`config.mk`:
```
export PLATFORM = sky130hd
export DESIGN_NAME = printf_spec_parser
export DESIGN_NICKNAME = d
export VERILOG_FILES = /design/src/rtl/core/psp_pkg.sv /design/src/rtl/core/printf_spec_parser.sv
export SDC_FILE = /design/constraint.sdc
export NUM_CORES = 1
export LEC_CHECK = 0
export BUFFER_PORTS_ARGS = -buffer_cell sky130_fd_sc_hd__buf_2
export CAP_MARGIN = 25
export CORE_MARGIN = 2
export CORE_UTILIZATION = 25
export DETAILED_ROUTE_END_ITERATION = 10
export HOLD_SLACK_MARGIN = 0.15
export SLEW_MARGIN = 10
export SYNTH_ARGS = -nofsm -noshare
export SYNTH_HDL_FRONTEND = slang
export SYNTH_SLANG_ARGS = --single-unit
```
`constraint.sdc`:
```
create_clock -name i_clk -period 5.9 [get_ports i_clk]
set_clock_uncertainty 0.05 [all_clocks]
set_input_delay 0.59 -clock i_clk [delete_from_list [all_inputs] [get_ports i_clk]]
set_output_delay 0.59 -clock i_clk [all_outputs]
set_load 0.05 [all_outputs]
```
`src/rtl/core/psp_pkg.sv`:
```
`timescale 1ns / 1ps

package psp_pkg;

    // Accumulator width; width and precision saturate at 2^COUNT_BITS-1 (8 to 31)
    localparam int COUNT_BITS = 31;
    localparam int FIELD_BITS = 31;
    localparam logic [COUNT_BITS-1:0] COUNT_MAX = '1;

    // Format characters
    localparam logic [7:0] CH_MINUS = 8'h2D;
    localparam logic [7:0] CH_ZERO  = 8'h30;
    localparam logic [7:0] CH_NINE  = 8'h39;
    localparam logic [7:0] CH_STAR  = 8'h2A;
    localparam logic [7:0] CH_DOT   = 8'h2E;
    localparam logic [7:0] CH_PCT   = 8'h25;
    localparam logic [7:0] CH_LC_C  = 8'h63;
    localparam logic [7:0] CH_LC_S  = 8'h73;
    localparam logic [7:0] CH_LC_P  = 8'h70;
    localparam logic [7:0] CH_LC_D  = 8'h64;
    localparam logic [7:0] CH_LC_I  = 8'h69;
    localparam logic [7:0] CH_LC_U  = 8'h75;
    localparam logic [7:0] CH_LC_X  = 8'h78;
    localparam logic [7:0] CH_UC_X  = 8'h58;

    // Parse phase
    typedef enum logic [2:0] {
        PH_FLAGS,
        PH_WIDTH,
        PH_WSTAR,
        PH_PREC,
        PH_PSTAR
    } t_phase;

    // What the current character does in the current phase
    typedef enum logic [2:0] {
        ACT_MINUS,
        ACT_ZERO,
        ACT_WDIG,
        ACT_WSTAR,
        ACT_DOT,
        ACT_PDIG,
        ACT_PSTAR,
        ACT_END
    } t_act;

    // Conversion codes as reported on conv_type
    typedef enum logic [3:0] {
        CONV_C   = 4'd0,
        CONV_S   = 4'd1,
        CONV_P   = 4'd2,
        CONV_D   = 4'd3,
        CONV_I   = 4'd4,
        CONV_U   = 4'd5,
        CONV_LX  = 4'd6,
        CONV_UX  = 4'd7,
        CONV_PCT = 4'd8
    } t_conv;

    typedef struct packed {
        logic  hit;
        t_conv code;
    } t_conv_hit;

    // Conversion letter lookup
    function automatic t_conv_hit conv_lookup(input logic [7:0] ch);
        t_conv_hit r;
        r.hit  = 1'b1;
        r.code = CONV_C;
        unique case (ch)
            CH_LC_C: r.code = CONV_C;
            CH_LC_S: r.code = CONV_S;
            CH_LC_P: r.code = CONV_P;
            CH_LC_D: r.code = CONV_D;
            CH_LC_I: r.code = CONV_I;
            CH_LC_U: r.code = CONV_U;
            CH_LC_X: r.code = CONV_LX;
            CH_UC_X: r.code = CONV_UX;
            CH_PCT:  r.code = CONV_PCT;
            default: r.hit  = 1'b0;
        endcase
        return r;
    endfunction

    // acc * 10 + digit, saturating
    function automatic logic [COUNT_BITS-1:0] acc_digit(
        input logic [COUNT_BITS-1:0] acc,
        input logic [3:0]            dig
    );
        logic [COUNT_BITS+3:0] wide;
        wide = ({4'b0, acc} << 3) + ({4'b0, acc} << 1) + {{COUNT_BITS{1'b0}}, dig};
        return (wide > {4'b0, COUNT_MAX}) ? COUNT_MAX : wide[COUNT_BITS-1:0];
    endfunction

endpackage

```
`src/rtl/core/printf_spec_parser.sv`:
```
`timescale 1ns / 1ps

// Parses a printf conversion specifier one character per word, starting with the
// character after the percent sign; the star argument travels with every word and
// is used only on a '*'. A word is taken every cycle the result register is free
// or being drained, so the sustained rate is one character per clock. The parse
// state is updated by a single pass of logic (one multiply-by-ten accumulate and a
// saturating compare) and the finished specifier is presented from the result
// register in the cycle after the conversion letter, or the failing character,
// is accepted. On failure ok is 0 and every other field is 0. After each result
// the parser is back in its flag phase, ready for the next specifier.
module printf_spec_parser (
    input  logic        i_clk,
    input  logic        i_rst_n,
    // character channel
    input  logic        i_valid,
    output logic        o_ready,
    input  logic [7:0]  i_ch,
    input  logic [31:0] i_star_value,
    // result channel
    output logic        o_valid,
    input  logic        i_ready,
    output logic        o_ok,
    output logic        o_left_align,
    output logic        o_zero_pad,
    output logic        o_width_given,
    output logic [30:0] o_field_width,
    output logic        o_prec_given,
    output logic [30:0] o_precision,
    output logic [3:0]  o_conv_type
);

    // Parse state
    psp_pkg::t_phase                  r_phase, n_phase;
    logic                             r_left_flag, n_left_flag;
    logic                             r_zero_flag, n_zero_flag;
    logic                             r_width_set, n_width_set;
    logic [psp_pkg::COUNT_BITS-1:0]   r_width_acc, n_width_acc;
    logic                             r_prec_set, n_prec_set;
    logic [psp_pkg::COUNT_BITS-1:0]   r_prec_acc, n_prec_acc;

    // Result register
    logic                             r_out_valid, n_out_valid;
    logic                             r_ok, n_ok;
    logic                             r_left, n_left;
    logic                             r_zero, n_zero;
    logic                             r_wgiven, n_wgiven;
    logic [30:0]                      r_fwidth, n_fwidth;
    logic                             r_pgiven, n_pgiven;
    logic [30:0]                      r_prec, n_prec;
    logic [3:0]                       r_conv, n_conv;

    logic                             accept;
    logic                             emit;
    logic                             is_digit;
    logic                             star_neg;
    logic [31:0]                      star_abs;
    logic [psp_pkg::COUNT_BITS-1:0]   star_mag;
    psp_pkg::t_act                    act;
    psp_pkg::t_conv_hit               conv;

    assign o_ready = !r_out_valid || i_ready;
    assign accept  = i_valid && o_ready;
    assign emit    = accept && (act == psp_pkg::ACT_END);

    // Character decode and star magnitude
    assign is_digit = (i_ch >= psp_pkg::CH_ZERO) && (i_ch <= psp_pkg::CH_NINE);
    assign star_neg = i_star_value[31];
    assign star_abs = star_neg ? (~i_star_value + 32'd1) : i_star_value;
    assign star_mag = (star_abs > {{(32 - psp_pkg::COUNT_BITS){1'b0}}, psp_pkg::COUNT_MAX})
                    ? psp_pkg::COUNT_MAX : star_abs[psp_pkg::COUNT_BITS-1:0];
    assign conv     = psp_pkg::conv_lookup(i_ch);

    // Classify the character against the current phase
    always_comb begin
        act = psp_pkg::ACT_END;
        unique case (r_phase)
            psp_pkg::PH_FLAGS: begin
                priority if (i_ch == psp_pkg::CH_MINUS) act = psp_pkg::ACT_MINUS;
                else if (i_ch == psp_pkg::CH_ZERO)      act = psp_pkg::ACT_ZERO;
                else if (is_digit)                       act = psp_pkg::ACT_WDIG;
                else if (i_ch == psp_pkg::CH_STAR)       act = psp_pkg::ACT_WSTAR;
                else if (i_ch == psp_pkg::CH_DOT)        act = psp_pkg::ACT_DOT;
                else                                     act = psp_pkg::ACT_END;
            end
            psp_pkg::PH_WIDTH: begin
                priority if (is_digit)              act = psp_pkg::ACT_WDIG;
                else if (i_ch == psp_pkg::CH_DOT)   act = psp_pkg::ACT_DOT;
                else                                act = psp_pkg::ACT_END;
            end
            psp_pkg::PH_WSTAR: begin
                act = (i_ch == psp_pkg::CH_DOT) ? psp_pkg::ACT_DOT : psp_pkg::ACT_END;
            end
            psp_pkg::PH_PREC: begin
                priority if (is_digit)              act = psp_pkg::ACT_PDIG;
                else if (i_ch == psp_pkg::CH_STAR)  act = psp_pkg::ACT_PSTAR;
                else                                act = psp_pkg::ACT_END;
            end
            default: act = psp_pkg::ACT_END;
        endcase
    end

    // Next phase
    always_comb begin
        n_phase = r_phase;
        if (accept) begin
            unique case (act)
                psp_pkg::ACT_MINUS,
                psp_pkg::ACT_ZERO:  n_phase = psp_pkg::PH_FLAGS;
                psp_pkg::ACT_WDIG:  n_phase = psp_pkg::PH_WIDTH;
                psp_pkg::ACT_WSTAR: n_phase = psp_pkg::PH_WSTAR;
                psp_pkg::ACT_DOT,
                psp_pkg::ACT_PDIG:  n_phase = psp_pkg::PH_PREC;
                psp_pkg::ACT_PSTAR: n_phase = psp_pkg::PH_PSTAR;
                psp_pkg::ACT_END:   n_phase = psp_pkg::PH_FLAGS;
                default:            n_phase = psp_pkg::PH_FLAGS;
            endcase
        end
    end

    // Flag and accumulator updates, result formation
    always_comb begin
        n_left_flag = r_left_flag;
        n_zero_flag = r_zero_flag;
        n_width_set = r_width_set;
        n_width_acc = r_width_acc;
        n_prec_set  = r_prec_set;
        n_prec_acc  = r_prec_acc;
        n_ok        = r_ok;
        n_left      = r_left;
        n_zero      = r_zero;
        n_wgiven    = r_wgiven;
        n_fwidth    = r_fwidth;
        n_pgiven    = r_pgiven;
        n_prec      = r_prec;
        n_conv      = r_conv;

        if (accept) begin
            unique case (act)
                psp_pkg::ACT_MINUS: n_left_flag = 1'b1;
                psp_pkg::ACT_ZERO:  n_zero_flag = 1'b1;
                psp_pkg::ACT_WDIG: begin
                    n_width_set = 1'b1;
                    n_width_acc = psp_pkg::acc_digit(r_width_acc, i_ch[3:0]);
                end
                psp_pkg::ACT_WSTAR: begin
                    // negative width means left align, zero pad dropped
                    n_width_set = 1'b1;
                    n_width_acc = star_mag;
                    if (star_neg) begin
                        n_left_flag = 1'b1;
                        n_zero_flag = 1'b0;
                    end
                end
                psp_pkg::ACT_DOT: begin
                    n_prec_set = 1'b1;
                    n_prec_acc = '0;
                end
                psp_pkg::ACT_PDIG: begin
                    n_prec_acc = psp_pkg::acc_digit(r_prec_acc, i_ch[3:0]);
                end
                psp_pkg::ACT_PSTAR: begin
                    // star overrides digits; negative leaves precision unset
                    n_prec_set = !star_neg;
                    n_prec_acc = star_neg ? '0 : star_mag;
                end
                psp_pkg::ACT_END: begin
                    n_ok     = conv.hit;
                    n_left   = conv.hit && r_left_flag;
                    n_zero   = conv.hit && r_zero_flag;
                    n_wgiven = conv.hit && r_width_set;
                    n_fwidth = conv.hit ? psp_pkg::FIELD_BITS'(r_width_acc) : '0;
                    n_pgiven = conv.hit && r_prec_set;
                    n_prec   = conv.hit ? psp_pkg::FIELD_BITS'(r_prec_acc) : '0;
                    n_conv   = conv.hit ? conv.code : '0;
                    n_left_flag = 1'b0;
                    n_zero_flag = 1'b0;
                    n_width_set = 1'b0;
                    n_width_acc = '0;
                    n_prec_set  = 1'b0;
                    n_prec_acc  = '0;
                end
                default: ;
            endcase
        end
    end

    // Result valid
    always_comb begin
        n_out_valid = r_out_valid;
        if (emit) begin
            n_out_valid = 1'b1;
        end else if (i_ready) begin
            n_out_valid = 1'b0;
        end
    end

    always_ff @(posedge i_clk) begin
        if (!i_rst_n) begin
            r_phase     <= psp_pkg::PH_FLAGS;
            r_left_flag <= 1'b0;
            r_zero_flag <= 1'b0;
            r_width_set <= 1'b0;
            r_width_acc <= '0;
            r_prec_set  <= 1'b0;
            r_prec_acc  <= '0;
            r_out_valid <= 1'b0;
        end else begin
            r_phase     <= n_phase;
            r_left_flag <= n_left_flag;
            r_zero_flag <= n_zero_flag;
            r_width_set <= n_width_set;
            r_width_acc <= n_width_acc;
            r_prec_set  <= n_prec_set;
            r_prec_acc  <= n_prec_acc;
            r_out_valid <= n_out_valid;
        end
    end

    // Result payload
    always_ff @(posedge i_clk) begin
        r_ok     <= n_ok;
        r_left   <= n_left;
        r_zero   <= n_zero;
        r_wgiven <= n_wgiven;
        r_fwidth <= n_fwidth;
        r_pgiven <= n_pgiven;
        r_prec   <= n_prec;
        r_conv   <= n_conv;
    end

    assign o_valid       = r_out_valid;
    assign o_ok          = r_ok;
    assign o_left_align  = r_left;
    assign o_zero_pad    = r_zero;
    assign o_width_given = r_wgiven;
    assign o_field_width = r_fwidth;
    assign o_prec_given  = r_pgiven;
    assign o_precision   = r_prec;
    assign o_conv_type   = r_conv;

    // A finished specifier leaves the parser clean
    a_clean_after_emit: assert property (@(posedge i_clk) disable iff (!i_rst_n)
        emit |=> (r_phase == psp_pkg::PH_FLAGS) && !r_left_flag && !r_zero_flag
                 && !r_width_set && !r_prec_set && (r_width_acc == '0))
        else $error("parse state not cleared after result");

    // A failed specifier carries nothing but ok = 0
    a_fail_zero: assert property (@(posedge i_clk) disable iff (!i_rst_n)
        (o_valid && !o_ok) |-> !o_left_align && !o_zero_pad && !o_width_given
                               && !o_prec_given && (o_field_width == '0)
                               && (o_precision == '0) && (o_conv_type == '0))
        else $error("failure result with non-zero fields");

    // No width or precision can be set while still reading flags
    a_flags_empty: assert property (@(posedge i_clk) disable iff (!i_rst_n)
        (r_phase == psp_pkg::PH_FLAGS) |-> !r_width_set && !r_prec_set
                                           && (r_width_acc == '0) && (r_prec_acc == '0))
        else $error("width or precision set in flag phase");

    // An unset precision holds no value
    a_prec_unset: assert property (@(posedge i_clk) disable iff (!i_rst_n)
        !r_prec_set |-> (r_prec_acc == '0))
        else $error("precision value without precision set");

    // Result register loads only on a result, never over an untaken one
    a_no_overwrite: assert property (@(posedge i_clk) disable iff (!i_rst_n)
        (r_out_valid && !i_ready) |-> !emit)
        else $error("result overwritten before it was taken");

endmodule

```
==> flow_summary.json <==
{
  "grt_pass1_vias": 10100,
  "cts_max_path_buffers": 2,
  "dieArea_um2": 47200,
  "port_buffers": 116,
  "cp-start-kind": "input port",
  "cp_top_family": "compound AO/OA/AOI/OAI gates",
  "hold_viol_final": 0,
  "rsz0062_at_grt": "no",
  "chipHeight_um": 217,
  "cp_max_fo": 23,
  "worstHoldStart": "i_star_value[26]",
  "cp.arrival_ps": 4850,
  "met3_usage": 0.0245,
  "busiest_layer": "met2",
  "grt_start_max_net_pins": 68,
  "p_per_area_nw_per_um2": 272,
  "syn_avg_cell_area_um2": 8.48,
  "drc": 0,
  "ctsHtreeMaxLevel": 4,
  "met2_usage": 0.242,
  "first_pass_iters": 6,
  "worst_pin_slew_ps": 940,
  "min_to": "r_prec_acc[26]",
  "worst-path-buf-inv": 3,
  "wl_per_cell_um": 17.8,
  "ys_seq_area_frac": 0.311,
  "synthXorXnorAreaFrac": 0.0616,
  "clock-sinks": 141,
  "synth_compound_area_frac": 0.255,
  "fin_nets": 1587,
  "grt_use_met1": 0.208,
  "dp_hpwl_mm": 27.4,
  "syn-num-nets": 1513,
  "yosysTopAreaCell": "edfxtp_1",
  "placementRows": 78,
  "slew_violations": 0,
  "relSlewSlack": 0.369,
  "yosys_warnings": 0,
  "clock_latency_ps": 450,
  "postCtsSetupRepairBufs": 0,
  "r2r-end": "r_width_acc[21]",
  "power_w": 0.00358,
  "clk_pin_slew_ps": 60,
  "core_um2": 45200,
  "period_share": 0.775,
  "ios": 117,
  "cp-end-kind": "flop",
  "muxShareOfSynthArea": 0.00451,
  "cts_buffers": 17,
  "netlist.area_leader.share": 0.187,
  "clockRootBuffer": "clkbuf_16",
  "fmax_mhz": 219,
  "ff2ff_path_depth": 13,
  "post_route_cells_drive_above_1_share": 0.133,
  "p_leak_nw": 5.43,
  "synth-simple-area-share": 0.188,
  "synth.ff_latch_count": 141,
  "rrSetupSlack_ps": 1500,
  "setup-violations-final": 0,
  "gp_congestion": 0.918,
  "ys_types": 75,
  "num_vias": 10500,
  "setup_tns_ps": 0,
  "period_minus_slack_ps": 4570,
  "vdd_drop_max_mv": 0.201,
  "drt_iter0_drc": 775,
  "hold_path_class": "input port to flop",
  "slowest_stage": "or4_1",
  "syn_area_um2": 11400,
  "wirelength_mm": 36.1,
  "async_flop_share": 0,
  "grt.total_usage": 0.152,
  "cpPeakStageDelay_ps": 940,
  "synth_ff_type": "edfxtp_1",
  "required_ps": 6180,
  "start_util": 0.252,
  "drtAntennaViolNets": 0,
  "via_per_inst": 5.18,
  "syn2layout_area_growth_pct": 15.3,
  "synth_edf_count": 71,
  "synth_commonest_cells": "nand2_1, ha_1, o21ai_0",
  "cts.hold.buffers_added": 0,
  "synth_top_family_by_area": "compound AO/OA/AOI/OAI gates",
  "path_cells": "buf_2, inv_1, fa_1, inv_1, ha_1, a21oi_1, nor2b_1, a311o_1, a221o_1, a21oi_4, a211oi_1, or4_1, o31ai_1, a21oi_1",
  "synth.most_common_cell": "nand2_1",
  "synth_fa_ha_area_frac": 0.142,
  "outcome": "complete, no violations",
  "antenna_found_initial": 6,
  "die_w_um": 217,
  "syn_inst": 1342,
  "crit_type": "input port to flop",
  "grt-ovfl-total": 0,
  "grt_pass1_wl_mm": 56.3,
  "min_path_cells": 3,
  "synth_area_leaders": "edfxtp_1, ha_1, dfxtp_1",
  "cts_tree": "built",
  "r2r-start": "r_width_acc[0]",
  "max_cap_viol_count": 0,
  "postCtsResizedCells": 0
}
==> stage by stage <==
step,cells,area (um^2),hold slack (ps),worst slack [ps],util
6_report,2035,13100,378,1330,0.290
5_1_grt,2035,13100,375,1060,0.290
4_1_cts,2029,13100,352,1360,0.290
3_5_place_dp,1997,12500,409,893,0.277
3_3_place_gp,1997,12500,398,983,0.277
2_1_floorplan,1342,11400,379,1500,-
==> power by group <==
group / internal [W] / total [W] / switching (W) / leakage (nW)
sequential: 0.00114 / 0.00124 / 0.0000986 / 1.27
combinational: 0.000396 / 0.00123 / 0.000835 / 3.87
clock: 0.000628 / 0.00110 / 0.000474 / 0.292
==> worst max-delay path by stage <==
stage | from | end | slack [ps] | depth (start not counted)
floorplan | i_ch[3] | r_width_acc[17] | 1500 | 16
global placement | i_ch[3] | r_width_acc[18] | 980 | 14
detailed placement | i_ch[3] | r_width_acc[21] | 890 | 14
CTS | i_ch[3] | r_width_acc[21] | 1360 | 14
global route | i_ch[3] | r_width_acc[21] | 1060 | 14
finish | i_ch[3] | r_width_acc[21] | 1330 | 14
==> metal layers <==
metal / vias up / share of wire
met1: 5055 / 0.47
met2: 289 / 0.46
met4: 0 / 0.020
li1: 5152 / -
met3: 45 / 0.044
met5: - / 0
==> registers in the layout, indices dropped and copies added (netlist names) <==
signal and count:
o_conv_type 4, o_field_width 31, o_left_align 1, o_ok 1, o_prec_given 1, o_precision 31, o_valid 1, o_width_given 1
o_zero_pad 1, r_left_flag 1, r_phase 3, r_prec_acc 31, r_prec_set 1, r_width_acc 31, r_width_set 1, r_zero_flag 1
==> kinds of logic (layout without fill, tap and decap cells) <==
family | count (synthesis) | count (layout)
fa+ha+maj | 127 | 127
other cells | 0 | 6
flops | 141 | 141
xor+xnor | 80 | 80
mux | 5 | 5
compound gates | 460 | 460
buf+inv | 106 | 193
simple gates | 423 | 423
==> worst register-to-register path, cell delays in order (launching register included) <==
cell and delay [ps]:
dfxtp_1 390, inv_1 80, fa_1 560, inv_1 60
ha_1 290, a21oi_1 150, nor2b_1 70, a311o_1 430
a221o_1 410, a21oi_4 180, a211oi_1 110, or4_1 940
o31ai_1 470, a21oi_1 110
==> placed cells by master (no fill, tap or decap), drive strengths merged, types with 6 or more instances in the layout <==
| cell | n |
|---|---|
| a211oi | 9 |
| a21o | 16 |
| a21oi | 125 |
| a31oi | 24 |
| a41o | 11 |
| and2 | 69 |
| and3 | 9 |
| buf | 129 |
| clkbuf | 23 |
| dfxtp | 70 |
| diode | 6 |
| edfxtp | 71 |
| ha | 123 |
| inv | 37 |
| nand2 | 132 |
| nand2b | 16 |
| nand3 | 27 |
| nand4 | 15 |
| nor2 | 70 |
| nor2b | 12 |
| nor3 | 25 |
| nor4 | 9 |
| o211ai | 17 |
| o21a | 20 |
| o21ai | 146 |
| o21bai | 6 |
| o221ai | 6 |
| o31ai | 21 |
| o41ai | 18 |
| or2 | 8 |
| or3 | 9 |
| or4 | 8 |
| xnor2 | 54 |
| xor2 | 26 |
==> cell type report <==
class,count,area (um^2)
antenna,6,15.0
fill,4852,32100
sequential,141,3530
clock buffer,23,520
clock inverter,9,68.8
multi-input combinational,1095,7440
timing repair buffer,129,678
tap,600,751
inverter,32,121
No activity file was read; power rests on OpenSTA's default activity.
